--- config.mk ---
export PLATFORM = sky130hd
export DESIGN_NAME = two_register_cpu_execute
export DESIGN_NICKNAME = d
export VERILOG_FILES = /design/src/rtl/trce_pkg.sv /design/src/rtl/two_register_cpu_execute.sv
export SDC_FILE = /design/constraint.sdc
export NUM_CORES = 1
export LEC_CHECK = 0
export BUFFER_PORTS_ARGS = -buffer_cell sky130_fd_sc_hd__buf_2
export CAP_MARGIN = 20
export CORE_UTILIZATION = 50
export CTS_CLUSTER_DIAMETER = 150
export CTS_CLUSTER_SIZE = 14
export DETAILED_ROUTE_END_ITERATION = 6
export GPL_ROUTABILITY_DRIVEN = 1
export HOLD_SLACK_MARGIN = 0.03
export PLACE_DENSITY = 0.69
export SKIP_CTS_REPAIR_TIMING = 1
export SLEW_MARGIN = 20
export SYNTH_ARGS = -nofsm -noshare
export SYNTH_HDL_FRONTEND = slang
export SYNTH_SLANG_ARGS = --single-unit
--- constraint.sdc ---
create_clock -name clk -period 5.6 [get_ports clk]
set_input_delay 0.84 -clock clk [delete_from_list [all_inputs] [get_ports clk]]
set_output_delay 0.84 -clock clk [all_outputs]
set_load 0.01 [all_outputs]
--- src/rtl/trce_pkg.sv ---
package trce_pkg;

    localparam int WORD_W = 16;
    localparam int ADDR_W = 15;
    localparam int COMP_W = 6;
    localparam int JUMP_W = 3;

    localparam int BIT_C_INSN = 15;
    localparam int BIT_USE_M  = 12;
    localparam int COMP_LSB   = 6;
    localparam int BIT_DEST_A = 5;
    localparam int BIT_DEST_D = 4;
    localparam int BIT_DEST_M = 3;

    localparam logic [COMP_W-1:0] COMP_ZERO    = 6'h2A;
    localparam logic [COMP_W-1:0] COMP_ONE     = 6'h3F;
    localparam logic [COMP_W-1:0] COMP_NEG_ONE = 6'h3A;
    localparam logic [COMP_W-1:0] COMP_D       = 6'h0C;
    localparam logic [COMP_W-1:0] COMP_Y       = 6'h30;
    localparam logic [COMP_W-1:0] COMP_NOT_D   = 6'h0D;
    localparam logic [COMP_W-1:0] COMP_NOT_Y   = 6'h31;
    localparam logic [COMP_W-1:0] COMP_NEG_D   = 6'h0F;
    localparam logic [COMP_W-1:0] COMP_NEG_Y   = 6'h33;
    localparam logic [COMP_W-1:0] COMP_D_INC   = 6'h1F;
    localparam logic [COMP_W-1:0] COMP_Y_INC   = 6'h37;
    localparam logic [COMP_W-1:0] COMP_D_DEC   = 6'h0E;
    localparam logic [COMP_W-1:0] COMP_Y_DEC   = 6'h32;
    localparam logic [COMP_W-1:0] COMP_ADD     = 6'h02;
    localparam logic [COMP_W-1:0] COMP_D_SUB_Y = 6'h13;
    localparam logic [COMP_W-1:0] COMP_Y_SUB_D = 6'h07;
    localparam logic [COMP_W-1:0] COMP_AND     = 6'h00;
    localparam logic [COMP_W-1:0] COMP_OR      = 6'h15;

    localparam logic [JUMP_W-1:0] JMP_NONE = 3'd0;
    localparam logic [JUMP_W-1:0] JMP_GT   = 3'd1;
    localparam logic [JUMP_W-1:0] JMP_EQ   = 3'd2;
    localparam logic [JUMP_W-1:0] JMP_GE   = 3'd3;
    localparam logic [JUMP_W-1:0] JMP_LT   = 3'd4;
    localparam logic [JUMP_W-1:0] JMP_NE   = 3'd5;
    localparam logic [JUMP_W-1:0] JMP_LE   = 3'd6;
    localparam logic [JUMP_W-1:0] JMP_ALL  = 3'd7;

    typedef struct packed {
        logic              ok;
        logic [WORD_W-1:0] value;
    } alu_result_t;

    function automatic alu_result_t alu_f(
        input logic              use_m,
        input logic [COMP_W-1:0] comp,
        input logic [WORD_W-1:0] d,
        input logic [WORD_W-1:0] a,
        input logic [WORD_W-1:0] m
    );
        alu_result_t       r;
        logic [WORD_W-1:0] y;
        y       = use_m ? m : a;
        r.ok    = 1'b1;
        r.value = '0;
        case (comp)
            COMP_ZERO:
            begin
                r.ok    = !use_m;
                r.value = '0;
            end
            COMP_ONE:
            begin
                r.ok    = !use_m;
                r.value = WORD_W'(1);
            end
            COMP_NEG_ONE:
            begin
                r.ok    = !use_m;
                r.value = '1;
            end
            COMP_D:
            begin
                r.ok    = !use_m;
                r.value = d;
            end
            COMP_NOT_D:
            begin
                r.ok    = !use_m;
                r.value = ~d;
            end
            COMP_NEG_D:
            begin
                r.ok    = !use_m;
                r.value = WORD_W'(0) - d;
            end
            COMP_D_INC:
            begin
                r.ok    = !use_m;
                r.value = d + WORD_W'(1);
            end
            COMP_D_DEC:
            begin
                r.ok    = !use_m;
                r.value = d - WORD_W'(1);
            end
            COMP_Y:       r.value = y;
            COMP_NOT_Y:   r.value = ~y;
            COMP_NEG_Y:   r.value = WORD_W'(0) - y;
            COMP_Y_INC:   r.value = y + WORD_W'(1);
            COMP_Y_DEC:   r.value = y - WORD_W'(1);
            COMP_ADD:     r.value = d + y;
            COMP_D_SUB_Y: r.value = d - y;
            COMP_Y_SUB_D: r.value = y - d;
            COMP_AND:     r.value = d & y;
            COMP_OR:      r.value = d | y;
            default:      r.ok = 1'b0;
        endcase
        if (!r.ok)
        begin
            r.value = '0;
        end
        return r;
    endfunction

endpackage

--- src/rtl/two_register_cpu_execute.sv ---
// Channel | Handshake             | Payload
// --------+-----------------------+------------------------------------------------
// input   | in_valid / in_stall   | instruction, mem_in
// output  | out_valid / out_stall | mem_write, mem_addr, mem_wdata, next_pc, illegal
//
// One item per clock while out_stall is low; an item passes the input register, then the result register.
// A, D and PC update in the execute stage, so each item sees the state left by the one before.
// rst_n clears A, D, PC and both valid flags.
// in_stall rises only when the input register holds an item and the result register is
// held by out_stall.
module two_register_cpu_execute
    import trce_pkg::*;
(
    input  logic                     clk,
    input  logic                     rst_n,
    input  logic                     in_valid,
    output logic                     in_stall,
    input  logic [WORD_W-1:0]        instruction,
    input  logic signed [WORD_W-1:0] mem_in,
    output logic                     out_valid,
    input  logic                     out_stall,
    output logic                     mem_write,
    output logic [ADDR_W-1:0]        mem_addr,
    output logic signed [WORD_W-1:0] mem_wdata,
    output logic [ADDR_W-1:0]        next_pc,
    output logic                     illegal
);

    logic              in_valid_reg;
    logic [WORD_W-1:0] ins_reg;
    logic [WORD_W-1:0] m_reg;

    logic [WORD_W-1:0] a_reg, a_next;
    logic [WORD_W-1:0] d_reg, d_next;
    logic [ADDR_W-1:0] pc_reg, pc_next;

    logic              out_valid_reg;
    logic              mem_write_reg, mem_write_next;
    logic [ADDR_W-1:0] mem_addr_reg;
    logic [WORD_W-1:0] wdata_reg, wdata_next;
    logic              illegal_reg, illegal_next;

    logic        out_free;
    logic        fire;
    logic        in_take;
    alu_result_t alu_res;
    logic        neg;
    logic        zero;
    logic        jump;

    assign out_free = !out_valid_reg || !out_stall;
    assign fire     = in_valid_reg && out_free;
    assign in_stall = in_valid_reg && !out_free;
    assign in_take  = in_valid && !in_stall;

    always_comb
    begin
        alu_res = alu_f(ins_reg[BIT_USE_M], ins_reg[COMP_LSB +: COMP_W], d_reg, a_reg, m_reg);
        neg     = alu_res.value[WORD_W-1];
        zero    = (alu_res.value == '0);
        case (ins_reg[JUMP_W-1:0])
            JMP_GT:  jump = !neg && !zero;
            JMP_EQ:  jump = zero;
            JMP_GE:  jump = !neg;
            JMP_LT:  jump = neg;
            JMP_NE:  jump = !zero;
            JMP_LE:  jump = neg || zero;
            JMP_ALL: jump = 1'b1;
            default: jump = 1'b0;
        endcase

        a_next         = a_reg;
        d_next         = d_reg;
        pc_next        = pc_reg + ADDR_W'(1);
        mem_write_next = 1'b0;
        wdata_next     = '0;
        illegal_next   = 1'b0;
        if (!ins_reg[BIT_C_INSN])
        begin
            a_next = ins_reg;
        end
        else if (!alu_res.ok)
        begin
            illegal_next = 1'b1;
        end
        else
        begin
            mem_write_next = ins_reg[BIT_DEST_M];
            wdata_next     = ins_reg[BIT_DEST_M] ? alu_res.value : '0;
            if (ins_reg[BIT_DEST_D])
            begin
                d_next = alu_res.value;
            end
            if (ins_reg[BIT_DEST_A])
            begin
                a_next = alu_res.value;
            end
            if (jump)
            begin
                pc_next = a_reg[ADDR_W-1:0];
            end
        end
    end

    always_ff @(posedge clk or negedge rst_n)
    begin
        if (!rst_n)
        begin
            in_valid_reg  <= 1'b0;
            out_valid_reg <= 1'b0;
            a_reg         <= '0;
            d_reg         <= '0;
            pc_reg        <= '0;
        end
        else
        begin
            if (in_take)
            begin
                in_valid_reg <= 1'b1;
            end
            else if (fire)
            begin
                in_valid_reg <= 1'b0;
            end

            if (fire)
            begin
                out_valid_reg <= 1'b1;
            end
            else if (!out_stall)
            begin
                out_valid_reg <= 1'b0;
            end

            if (fire)
            begin
                a_reg  <= a_next;
                d_reg  <= d_next;
                pc_reg <= pc_next;
            end
        end
    end

    always_ff @(posedge clk)
    begin
        if (in_take)
        begin
            ins_reg <= instruction;
            m_reg   <= WORD_W'(unsigned'(mem_in));
        end
        if (fire)
        begin
            mem_write_reg <= mem_write_next;
            mem_addr_reg  <= a_reg[ADDR_W-1:0];
            wdata_reg     <= wdata_next;
            illegal_reg   <= illegal_next;
        end
    end

    assign out_valid = out_valid_reg;
    assign mem_write = mem_write_reg;
    assign mem_addr  = mem_addr_reg;
    assign mem_wdata = signed'(wdata_reg);
    assign next_pc   = pc_reg;
    assign illegal   = illegal_reg;

`ifndef NO_ASSERTIONS
    a_illegal_no_write: assert property (@(posedge clk) disable iff (!rst_n)
        out_valid |-> !(illegal && mem_write))
        else $error("illegal item wrote memory");

    a_wdata_zero: assert property (@(posedge clk) disable iff (!rst_n)
        (out_valid && !mem_write) |-> (mem_wdata == '0))
        else $error("write data not zero without a write");

    a_load_a: assert property (@(posedge clk) disable iff (!rst_n)
        (fire && !ins_reg[BIT_C_INSN]) |=> (a_reg == $past(ins_reg)))
        else $error("A-instruction did not load A");

    a_illegal_keeps_state: assert property (@(posedge clk) disable iff (!rst_n)
        (fire && illegal_next) |=> ($stable(a_reg) && $stable(d_reg)))
        else $error("illegal item changed A or D");

    a_pc_matches_output: assert property (@(posedge clk) disable iff (!rst_n)
        fire |=> (next_pc == $past(pc_next)))
        else $error("next_pc differs from executed PC");
`endif

endmodule

==> results.json, run 1 <==
{
  "ys_types": 90,
  "yosys_warnings": 0,
  "cts.htree.levels": 4,
  "synth_common_cells": "107 x nand2_1, 92 x nor2_1, 88 x a21oi_1",
  "cts_buffers": 17,
  "path_max_fanout": 29,
  "setup.worst_path.class": "register to register",
  "hpwl_um": 21500,
  "synth_ff_type": "edfxtp_1",
  "power_switching_mw": 1.15,
  "slew_headroom_pct": 26.5,
  "grt_pass1_wl_um": 44500,
  "track_usage_pct": 32.0,
  "nets": 1196,
  "routedWlPerCell_um": 20.8,
  "cp.arrival_ps": 5550,
  "clk_path_buf_depth": 2,
  "synth_area_leaders": "edfxtp_1 22%, dfrtp_1 14%, a21oi_1 4.9%",
  "leakage_nw": 4.35,
  "drt_wl_total_um": 28300,
  "drtIter0Drc": 937,
  "start_util_pct": 51.7,
  "clkSinkCount": 114,
  "hold_viol": 0,
  "netlist_instances": 1050,
  "multi_input_area_um2": 5420,
  "rr_endpoint": "next_pc[3]",
  "ant_nets": 0,
  "fmax_mhz": 189,
  "antenna_found_initial": 0,
  "io_pins": 86,
  "drv_cap": 0,
  "die_area_um2": 18600,
  "worstSkewPairLatency_ps": 420,
  "hold_depth": 1,
  "p_clk_share_pct": 33.0,
  "seqPwrFrac_pct": 35.4,
  "timing.final.ws_setup_ps": 310,
  "ys_ff_latch": 114,
  "crit_family": "simple AND/OR/NAND/NOR gates",
  "syn_area_um2": 9030,
  "power.internal_mw": 2.10,
  "syn_nets": 1122,
  "endpoint_kind": "register",
  "fin_skew_ps": 8.48,
  "dpl-instance-area_um2": 9740,
  "gp_congestion": 0.971,
  "status": "completed",
  "crit_chain": "or3_4, nor3_1, nand2_1, a221oi_1, ha_1, o21a_1, and2_1, a221o_1, a31oi_1, mux2i_1, nor4_1, nand4_1, nor3_2, mux2i_4, buf_12, mux2i_1, a22oi_1",
  "r2r_cells": 17,
  "cellPowerDensity_nw_per_um2": 314,
  "worstHoldStart": "in_valid_reg",
  "cpMostUsedCell": "mux2i_1",
  "drcViolationCount": 0,
  "min_period_ps": 5290,
  "yosysMostFrequentCell": "nand2_1",
  "rows": 48,
  "seq_area_frac_synth_pct": 35.2,
  "synth_edf_count": 65,
  "pre_cts_slack_ps": 245,
  "cts_tree": "yes",
  "drv_slew": 0,
  "fp.dieW_um": 136,
  "worst_slew_pin_slew_ps": 1070,
  "syn2layout_area_growth_pct": 14.4,
  "fp.dieH_um": 136,
  "min_to": "out_valid",
  "tns_ps": 0,
  "clk_pin_slew_ps": 60,
  "combPwrFrac_pct": 31.6,
  "finalCritPeriodShare_pct": 94.5,
  "startpoint_type": "register",
  "cp-startpoint": "d_reg[2]",
  "synth.avg_cell_area_um2": 8.60,
  "gr-total-overflow": 0,
  "cp_slowest_stage_delay_ps": 570,
  "stdcell_area_um2": 10300,
  "hold_path_class": "register to register",
  "crit_required_ps": 5860,
  "r2r_start": "d_reg[2]",
  "grt_max_degree": 62,
  "rsz0062_at_grt": "no",
  "cp_num_buf_inv": 1,
  "cp_slowest_cell": "dfrtp_1",
  "rrSetupSlack_ps": 310,
  "via_per_inst": 6.36,
  "port_buffers": 85,
  "p_sw_share_pct": 35.5,
  "clock-root-buffer": "clkbuf_16",
  "seq_area_um2": 3180,
  "grt_pass1_vias": 8104,
  "coreArea_um2": 17500,
  "setup_viol": 0,
  "final_layout_size_suffix_gt1_share_pct": 17.5,
  "first_pass_iters": 7,
  "irDropWorstVdd_mv": 0.274,
  "yosysTopAreaCellShare_pct": 21.6,
  "synthArstFlopShare_pct": 43.0,
  "vias": 8660,
  "nFillCells": 1554,
  "n_antenna_cell": 0,
  "yosysTopAreaCell": "edfxtp_1"
}
## layout make-up
| cell class | count | area share (%) |
|---|---|---|
| multi-input combinational | 832 | 52.4 |
| sequential | 114 | 30.8 |
| timing repair buffer | 125 | 7.15 |
| clock buffer | 20 | 4.42 |
| tap | 225 | 2.73 |
| clock inverter | 12 | 1.26 |
| inverter | 34 | 1.24 |
## logic make-up after synthesis
group                    share of synthesized area, %
XOR/XNOR                                         2.91
multiplexers                                     6.07
flip-flops                                       35.2
adder cells (fa/ha/maj)                          5.16
buffers and inverters                            5.02
AND/OR/NAND/NOR                                  22.5
AO/OA/AOI/OAI                                    23.2
## placed cells by master, fill, tap and decap left out, types with 5 or more instances in the layout
cell type    n
o21a_1      11
dfrtp_1     49
xnor2_1     23
a21o_1      13
inv_1       32
nor4_1       5
xor2_1       7
ha_1        34
nand2_1    106
a221oi_1     5
and2_1      12
o21ai_1     14
or4_1        8
nor2_1      92
nor3b_1     11
a22oi_1     10
a31oi_1      8
o2111ai_1   10
and3_1      19
o31ai_1     13
nor2b_1     14
nand4_1      8
nor3_1      34
nand3_1     33
edfxtp_1    65
mux2i_1     33
o211ai_1    13
buf_4       39
buf_2       85
mux2_2      16
a21oi_1     87
o22ai_1      5
a211o_1      9
o21ai_0     63
or3_1       11
nand2b_1    13
clkbuf_16   17
a211oi_1    11
## power groups by stage
| stage | Clock, mW | Sequential (mW) | Combinational (mW) |
|---|---|---|---|
| global placement | 0 | 1.16 | 0.986 |
| detailed placement | 0 | 1.16 | 1.00 |
| finish | 1.07 | 1.15 | 1.03 |
| CTS | 1.08 | 1.15 | 1.01 |
| floorplan | 0 | 1.15 | 0.668 |
| global route | 1.12 | 1.17 | 1.12 |
## worst reg2reg max path, cell delays in order, from the launching register on
cell	delay, ps
dfrtp_1	570
or3_4	510
nor3_1	270
nand2_1	150
a221oi_1	350
ha_1	380
o21a_1	240
and2_1	200
a221o_1	300
a31oi_1	220
mux2i_1	110
nor4_1	520
nand4_1	200
nor3_2	280
mux2i_4	310
buf_12	210
mux2i_1	230
a22oi_1	90
## worst max-delay path by stage
stage,endpoint,slack [ps],cells after the start
global placement,next_pc[1],350,17
floorplan,next_pc[6],930,21
detailed placement,next_pc[6],240,17
CTS,next_pc[8],220,17
finish,next_pc[3],310,17
global route,next_pc[3],2,17
## per-stage QoR
step                hold slack (ps)  power (mW)  utilization (%)  std cells
finish                          500        3.25             59.1       1362
global route                    519        3.41             59.1       1362
CTS                             505        3.24             59.1       1362
detailed placement              488        2.16             55.7       1330
global placement                486        2.15             55.7       1330
floorplan                       457        1.81                -       1050
## routing by layer
| metal | global-route usage (%) | vias to the layer above | wire length (um) |
|---|---|---|---|
| li1 | - | 4073 | - |
| met1 | 43.0 | 4046 | 12100 |
| met2 | 49.2 | 440 | 12900 |
| met5 | 0 | - | 0 |
| met3 | 5.97 | 101 | 2030 |
| met4 | 15.7 | 0 | 1220 |
(Power assumes the default switching activity.)
==> run 2, diff against run 1 <==
ABC_AREA = 1   (was not set)
BUFFER_PORTS_ARGS = not set   (was -buffer_cell sky130_fd_sc_hd__buf_2)
DONT_BUFFER_PORTS = 1   (was not set)
PLACE_DENSITY = 0.65   (was 0.69)
==> results.json, run 2 <==
{
  "final_layout_size_suffix_gt1_share_pct": 7.36,
  "leakage_nw": 5.00,
  "crit_required_ps": 5900,
  "clkSinkCount": 114,
  "track_usage_pct": 32.6,
  "drtIter0Drc": 995,
  "layout_commonest_cell": "nand2_1",
  "gr-total-overflow": 0,
  "tns_ps": 0,
  "finalCritPeriodShare_pct": 90.1,
  "ys_types": 48,
  "startpoint_type": "register",
  "syn_nets": 1450,
  "hold_viol": 0,
  "synth_common_cells": "434 x nand2_1, 145 x nand3_1, 142 x inv_1",
  "syn2layout_area_growth_pct": 8.51,
  "yosysMostFrequentCell": "nand2_1",
  "final_cell_mix": "434 x nand2_1, 145 x nand3_1, 142 x inv_1",
  "vias": 9483,
  "r2r_cells": 32,
  "r2r_start": "d_reg[1]",
  "setup_viol": 0,
  "io_pins": 86,
  "min_period_ps": 5040,
  "coreArea_um2": 18100,
  "seq_area_frac_synth_pct": 34.1,
  "cts_buffers": 17,
  "netlist_instances": 1378,
  "cellPowerDensity_nw_per_um2": 308,
  "grtUsageMet1_pct": 45.7,
  "n_antenna_cell": 0,
  "via_per_inst": 5.88,
  "rows": 49,
  "die_area_um2": 19200,
  "worstSkewPairLatency_ps": 420,
  "nFillCells": 1777,
  "start_util_pct": 51.4,
  "fin_skew_ps": 6.14,
  "grt_pass1_vias": 8532,
  "grt_use_met2_pct": 48.3,
  "synth_ff_type": "edfxtp_1",
  "synth_edf_count": 65,
  "cp_slowest_cell": "dfrtp_1",
  "timing.final.ws_setup_ps": 555,
  "status": "finished, violations left",
  "cp.arrival_ps": 5350,
  "routedWlPerCell_um": 19.1,
  "drcViolationCount": 11,
  "violations": "design-rule violations",
  "cts_tree": "yes",
  "clk_path_buf_depth": 2,
  "setup.worst_path.class": "register to register",
  "synth_area_leaders": "edfxtp_1 21%, nand2_1 17%, dfrtp_1 13%",
  "rrSetupSlack_ps": 560,
  "hold_path_class": "input port to async pin",
  "yosysTopAreaCell": "edfxtp_1",
  "endpoint_kind": "register",
  "yosysTopAreaCellShare_pct": 20.9,
  "clock-root-buffer": "clkbuf_16",
  "fp.dieH_um": 139,
  "use_met3_pct": 6.98,
  "nets": 1444,
  "antenna_found_initial": 0,
  "path_max_fanout": 16,
  "rsz0062_at_grt": "no",
  "grt_max_degree": 51,
  "yosys_warnings": 0,
  "pre_cts_slack_ps": 717,
  "fmax_mhz": 198,
  "irDropWorstVdd_mv": 0.223,
  "cts.htree.levels": 4,
  "fp.dieW_um": 139,
  "first_pass_iters": 7,
  "rr_endpoint": "next_pc[14]",
  "hpwl_um": 24000,
  "syn_area_um2": 9330,
  "grt_pass1_wl_um": 47800,
  "clk_pin_slew_ps": 60,
  "cp_slowest_stage_delay_ps": 460,
  "grt-busiest-layer": "met2",
  "drv_slew": 0,
  "ant_nets": 0,
  "cpMostUsedCell": "nand2_1",
  "ys_ff_latch": 114,
  "synthArstFlopShare_pct": 43.0,
  "worst_slew_pin_slew_ps": 1030,
  "drv_cap": 0,
  "slew_headroom_pct": 31.2,
  "gp_congestion": 0.979,
  "cp-startpoint": "d_reg[1]",
  "synth.avg_cell_area_um2": 6.77,
  "port_buffers": 0,
  "drt_wl_total_um": 30800
}
==> run 2: changes by cell type in the layout (fill, tap and decap cells not counted), moves of 33 or more <==
cell	delta
inv_1	+110
buf_2	-85
nand3_1	+112
nand2_1	+328
nor2_1	+45
mux2i_1	-33
a21oi_1	-37
==> run 2: where the power goes <==
group	total [mW]	internal [mW]	switching, mW
Combinational	0.770	0.241	0.530
Sequential	1.23	1.05	0.179
Clock	1.12	0.715	0.407
==> run 2: final cells by class <==
cell class	count	area, um2	share of cell area [%]
clock buffers	20	479	4.74
clock inverters	12	144	1.42
inverters	153	579	5.72
multi-input cells	1070	5330	52.7
flip-flops and latches	114	3180	31.4
well taps	229	287	2.83
repair buffers	16	120	1.19
==> run 2: how the worst max path moves through the flow <==
stage	cells after the start	slack, ps	endpoint
3_3_place_gp	30	780	next_pc[14]
2_1_floorplan	30	1550	next_pc[10]
3_5_place_dp	30	720	next_pc[4]
4_1_cts	30	640	next_pc[14]
6_report	32	560	next_pc[14]
5_1_grt	32	80	next_pc[14]
==> run 2: kinds of logic after synthesis <==
kind of cell	synth area share, %
AO/OA/AOI/OAI	12.1
adder cells (fa/ha/maj)	4.99
XOR/XNOR	1.60
AND/OR/NAND/NOR	38.4
buffers and inverters	8.83
flip-flops	34.1
==> run 2: layer usage <==
metal,up-vias,share of wire (%)
met3,82,8.9
met4,0,3.8
li1,4568,-
met1,4376,45
met5,-,0
met2,457,43
==> run 2: critical path, delay by kind of cell (launching register included) <==
kind                       cells  cell delay, ps
and+or+nand+nor               20            2600
AOI/OAI and AO/OA              5             840
adders and majority gates      2             530
buffers and inverters          5             480
DFF                            1             460
==> run 2: through the flow <==
| stage | cell area [um2] | hold WS (ps) | power, mW | std cells | util, % |
|---|---|---|---|---|---|
| 3_5_place_dp | 9470 | 430 | 1.99 | 1579 | 52.2 |
| 5_1_grt | 10100 | 104 | 3.27 | 1614 | 55.8 |
| 3_3_place_gp | 9470 | 429 | 1.98 | 1579 | 52.2 |
| 6_report | 10100 | 115 | 3.12 | 1614 | 55.8 |
| 2_1_floorplan | 9330 | 425 | 1.77 | 1378 | - |
| 4_1_cts | 10100 | 100 | 3.12 | 1611 | 55.6 |
==> run 3, diff against run 2 <==
REMOVE_ABC_BUFFERS = 1   (was not set)
==> results.json, run 3 (synthesis results as in run 2) <==
{
  "fp.dieH_um": 139,
  "p_sw_share_pct": 36.0,
  "crit_required_ps": 5950,
  "cp_slowest_cell": "dfrtp_1",
  "syn2layout_area_growth_pct": 8.26,
  "use_met3_pct": 5.77,
  "cpMostUsedCell": "nand2_1",
  "power.internal_mw": 1.99,
  "antenna_found_initial": 0,
  "coreArea_um2": 18100,
  "cp_num_buf_inv": 4,
  "timing.final.ws_setup_ps": 690,
  "via_per_inst": 5.84,
  "start_util_pct": 51.4,
  "grt_use_met2_pct": 49.5,
  "grt-busiest-layer": "met2",
  "grt_pass1_vias": 8655,
  "gr-total-overflow": 0,
  "track_usage_pct": 32.7,
  "final_layout_size_suffix_gt1_share_pct": 7.31,
  "vias": 9407,
  "irDropWorstVdd_mv": 0.253,
  "drv_slew": 0,
  "worst_slew_pin_slew_ps": 1010,
  "seqPwrFrac_pct": 39.4,
  "ant_nets": 0,
  "violations": "design-rule violations",
  "rows": 49,
  "p_clk_share_pct": 35.7,
  "fp.dieW_um": 139,
  "first_pass_iters": 7,
  "tns_ps": 0,
  "startpoint_type": "register",
  "nets": 1441,
  "crit_family": "simple AND/OR/NAND/NOR gates",
  "rrSetupSlack_ps": 690,
  "clk_pin_slew_ps": 50,
  "drtIter0Drc": 982,
  "fmax_mhz": 204,
  "grt_max_degree": 51,
  "grt_pass1_wl_um": 48200,
  "io_pins": 86,
  "die_area_um2": 19200,
  "power_switching_mw": 1.12,
  "layout_commonest_cell": "nand2_1",
  "drv_cap": 0,
  "cellPowerDensity_nw_per_um2": 307,
  "routedWlPerCell_um": 19.1,
  "port_buffers": 0,
  "cp.arrival_ps": 5260,
  "slew_headroom_pct": 32.7,
  "worstSkewPairLatency_ps": 420,
  "cts_buffers": 17,
  "hpwl_um": 23800,
  "leakage_nw": 4.97,
  "grtUsageMet1_pct": 47.0,
  "clock-root-buffer": "clkbuf_16",
  "finalCritPeriodShare_pct": 87.7,
  "drcViolationCount": 7,
  "cts.htree.levels": 4,
  "path_max_fanout": 16,
  "setup_viol": 0,
  "hold_viol": 0,
  "fin_skew_ps": 7.61,
  "gp_congestion": 0.958,
  "n_antenna_cell": 0,
  "cp_slowest_stage_delay_ps": 450,
  "drt_wl_total_um": 30800,
  "min_period_ps": 4910,
  "rsz0062_at_grt": "no",
  "cts_tree": "yes",
  "endpoint_kind": "register",
  "hold_path_class": "input port to async pin",
  "clkSinkCount": 114,
  "clk_path_buf_depth": 2,
  "final_cell_mix": "434 x nand2_1, 145 x nand3_1, 142 x inv_1",
  "status": "finished, violations left",
  "combPwrFrac_pct": 24.8,
  "pre_cts_slack_ps": 793,
  "setup.worst_path.class": "register to register"
}
run 3: cell types whose count changed in the layout (fill, tap and decap cells not counted), sizes merged:
cell	change
clkbuf	-1
clkinvlp	+3
clkinv	-1
inv	-1
buf	-3
run 3: metrics by stage:
stage | cells | power (mW) | cell area (um2) | utilization, % | hold WS [ps]
6_report | 1611 | 3.10 | 10100 | 55.6 | 119
5_1_grt | 1611 | 3.26 | 10100 | 55.6 | 108
4_1_cts | 1610 | 3.10 | 10100 | 55.6 | 109
3_5_place_dp | 1578 | 1.99 | 9470 | 52.2 | 430
3_3_place_gp | 1578 | 1.99 | 9470 | 52.2 | 431
2_1_floorplan | 1337 | 1.75 | 9080 | - | 425
run 3: worst paths after layout:
| path | end | from | cells after the start |
|---|---|---|---|
| worst max-delay path | next_pc[8] | d_reg[1] | 30 |
| worst min-delay path | d_reg[14] | rst_n | 0 |
| min in group clk | mem_addr[3] | a_reg[3] | 0 |
| worst max register to register | next_pc[8] | d_reg[1] | 30 |
| worst min register to register | mem_addr[3] | a_reg[3] | 0 |
| max in group asynchronous | d_reg[1] | rst_n | 0 |
run 3: cell type report:
cell class	count	area [um2]
Clock buffer	19	464
Clock inverter	13	148
Fill cell	1804	8050
Inverter	153	579
Multi-Input combinational cell	1070	5340
Sequential cell	114	3180
Tap cell	229	287
Timing Repair Buffer	13	105
run 3: metal layers:
metal / wire length [um] / vias to the layer above
met5: 0 / -
met4: 835 / 0
met3: 2580 / 51
met2: 13400 / 456
met1: 14000 / 4340
li1: - / 4560
run 3: worst reg2reg max path, delay by kind of cell, from the launching register on:
| family | cells | cell delay, ps |
|---|---|---|
| buffers and inverters | 4 | 370 |
| adders and majority gates | 2 | 580 |
| AOI/OAI and AO/OA | 4 | 880 |
| DFF | 1 | 450 |
| and+or+nand+nor | 20 | 2570 |
run 3: power groups by stage:
stage	sequential (mW)	combinational, mW	clock [mW]
after floorplan	1.20	0.556	0
after global placement	1.24	0.745	0
after detailed placement	1.24	0.751	0
after CTS	1.22	0.755	1.12
after global routing	1.24	0.864	1.16
final	1.22	0.770	1.11
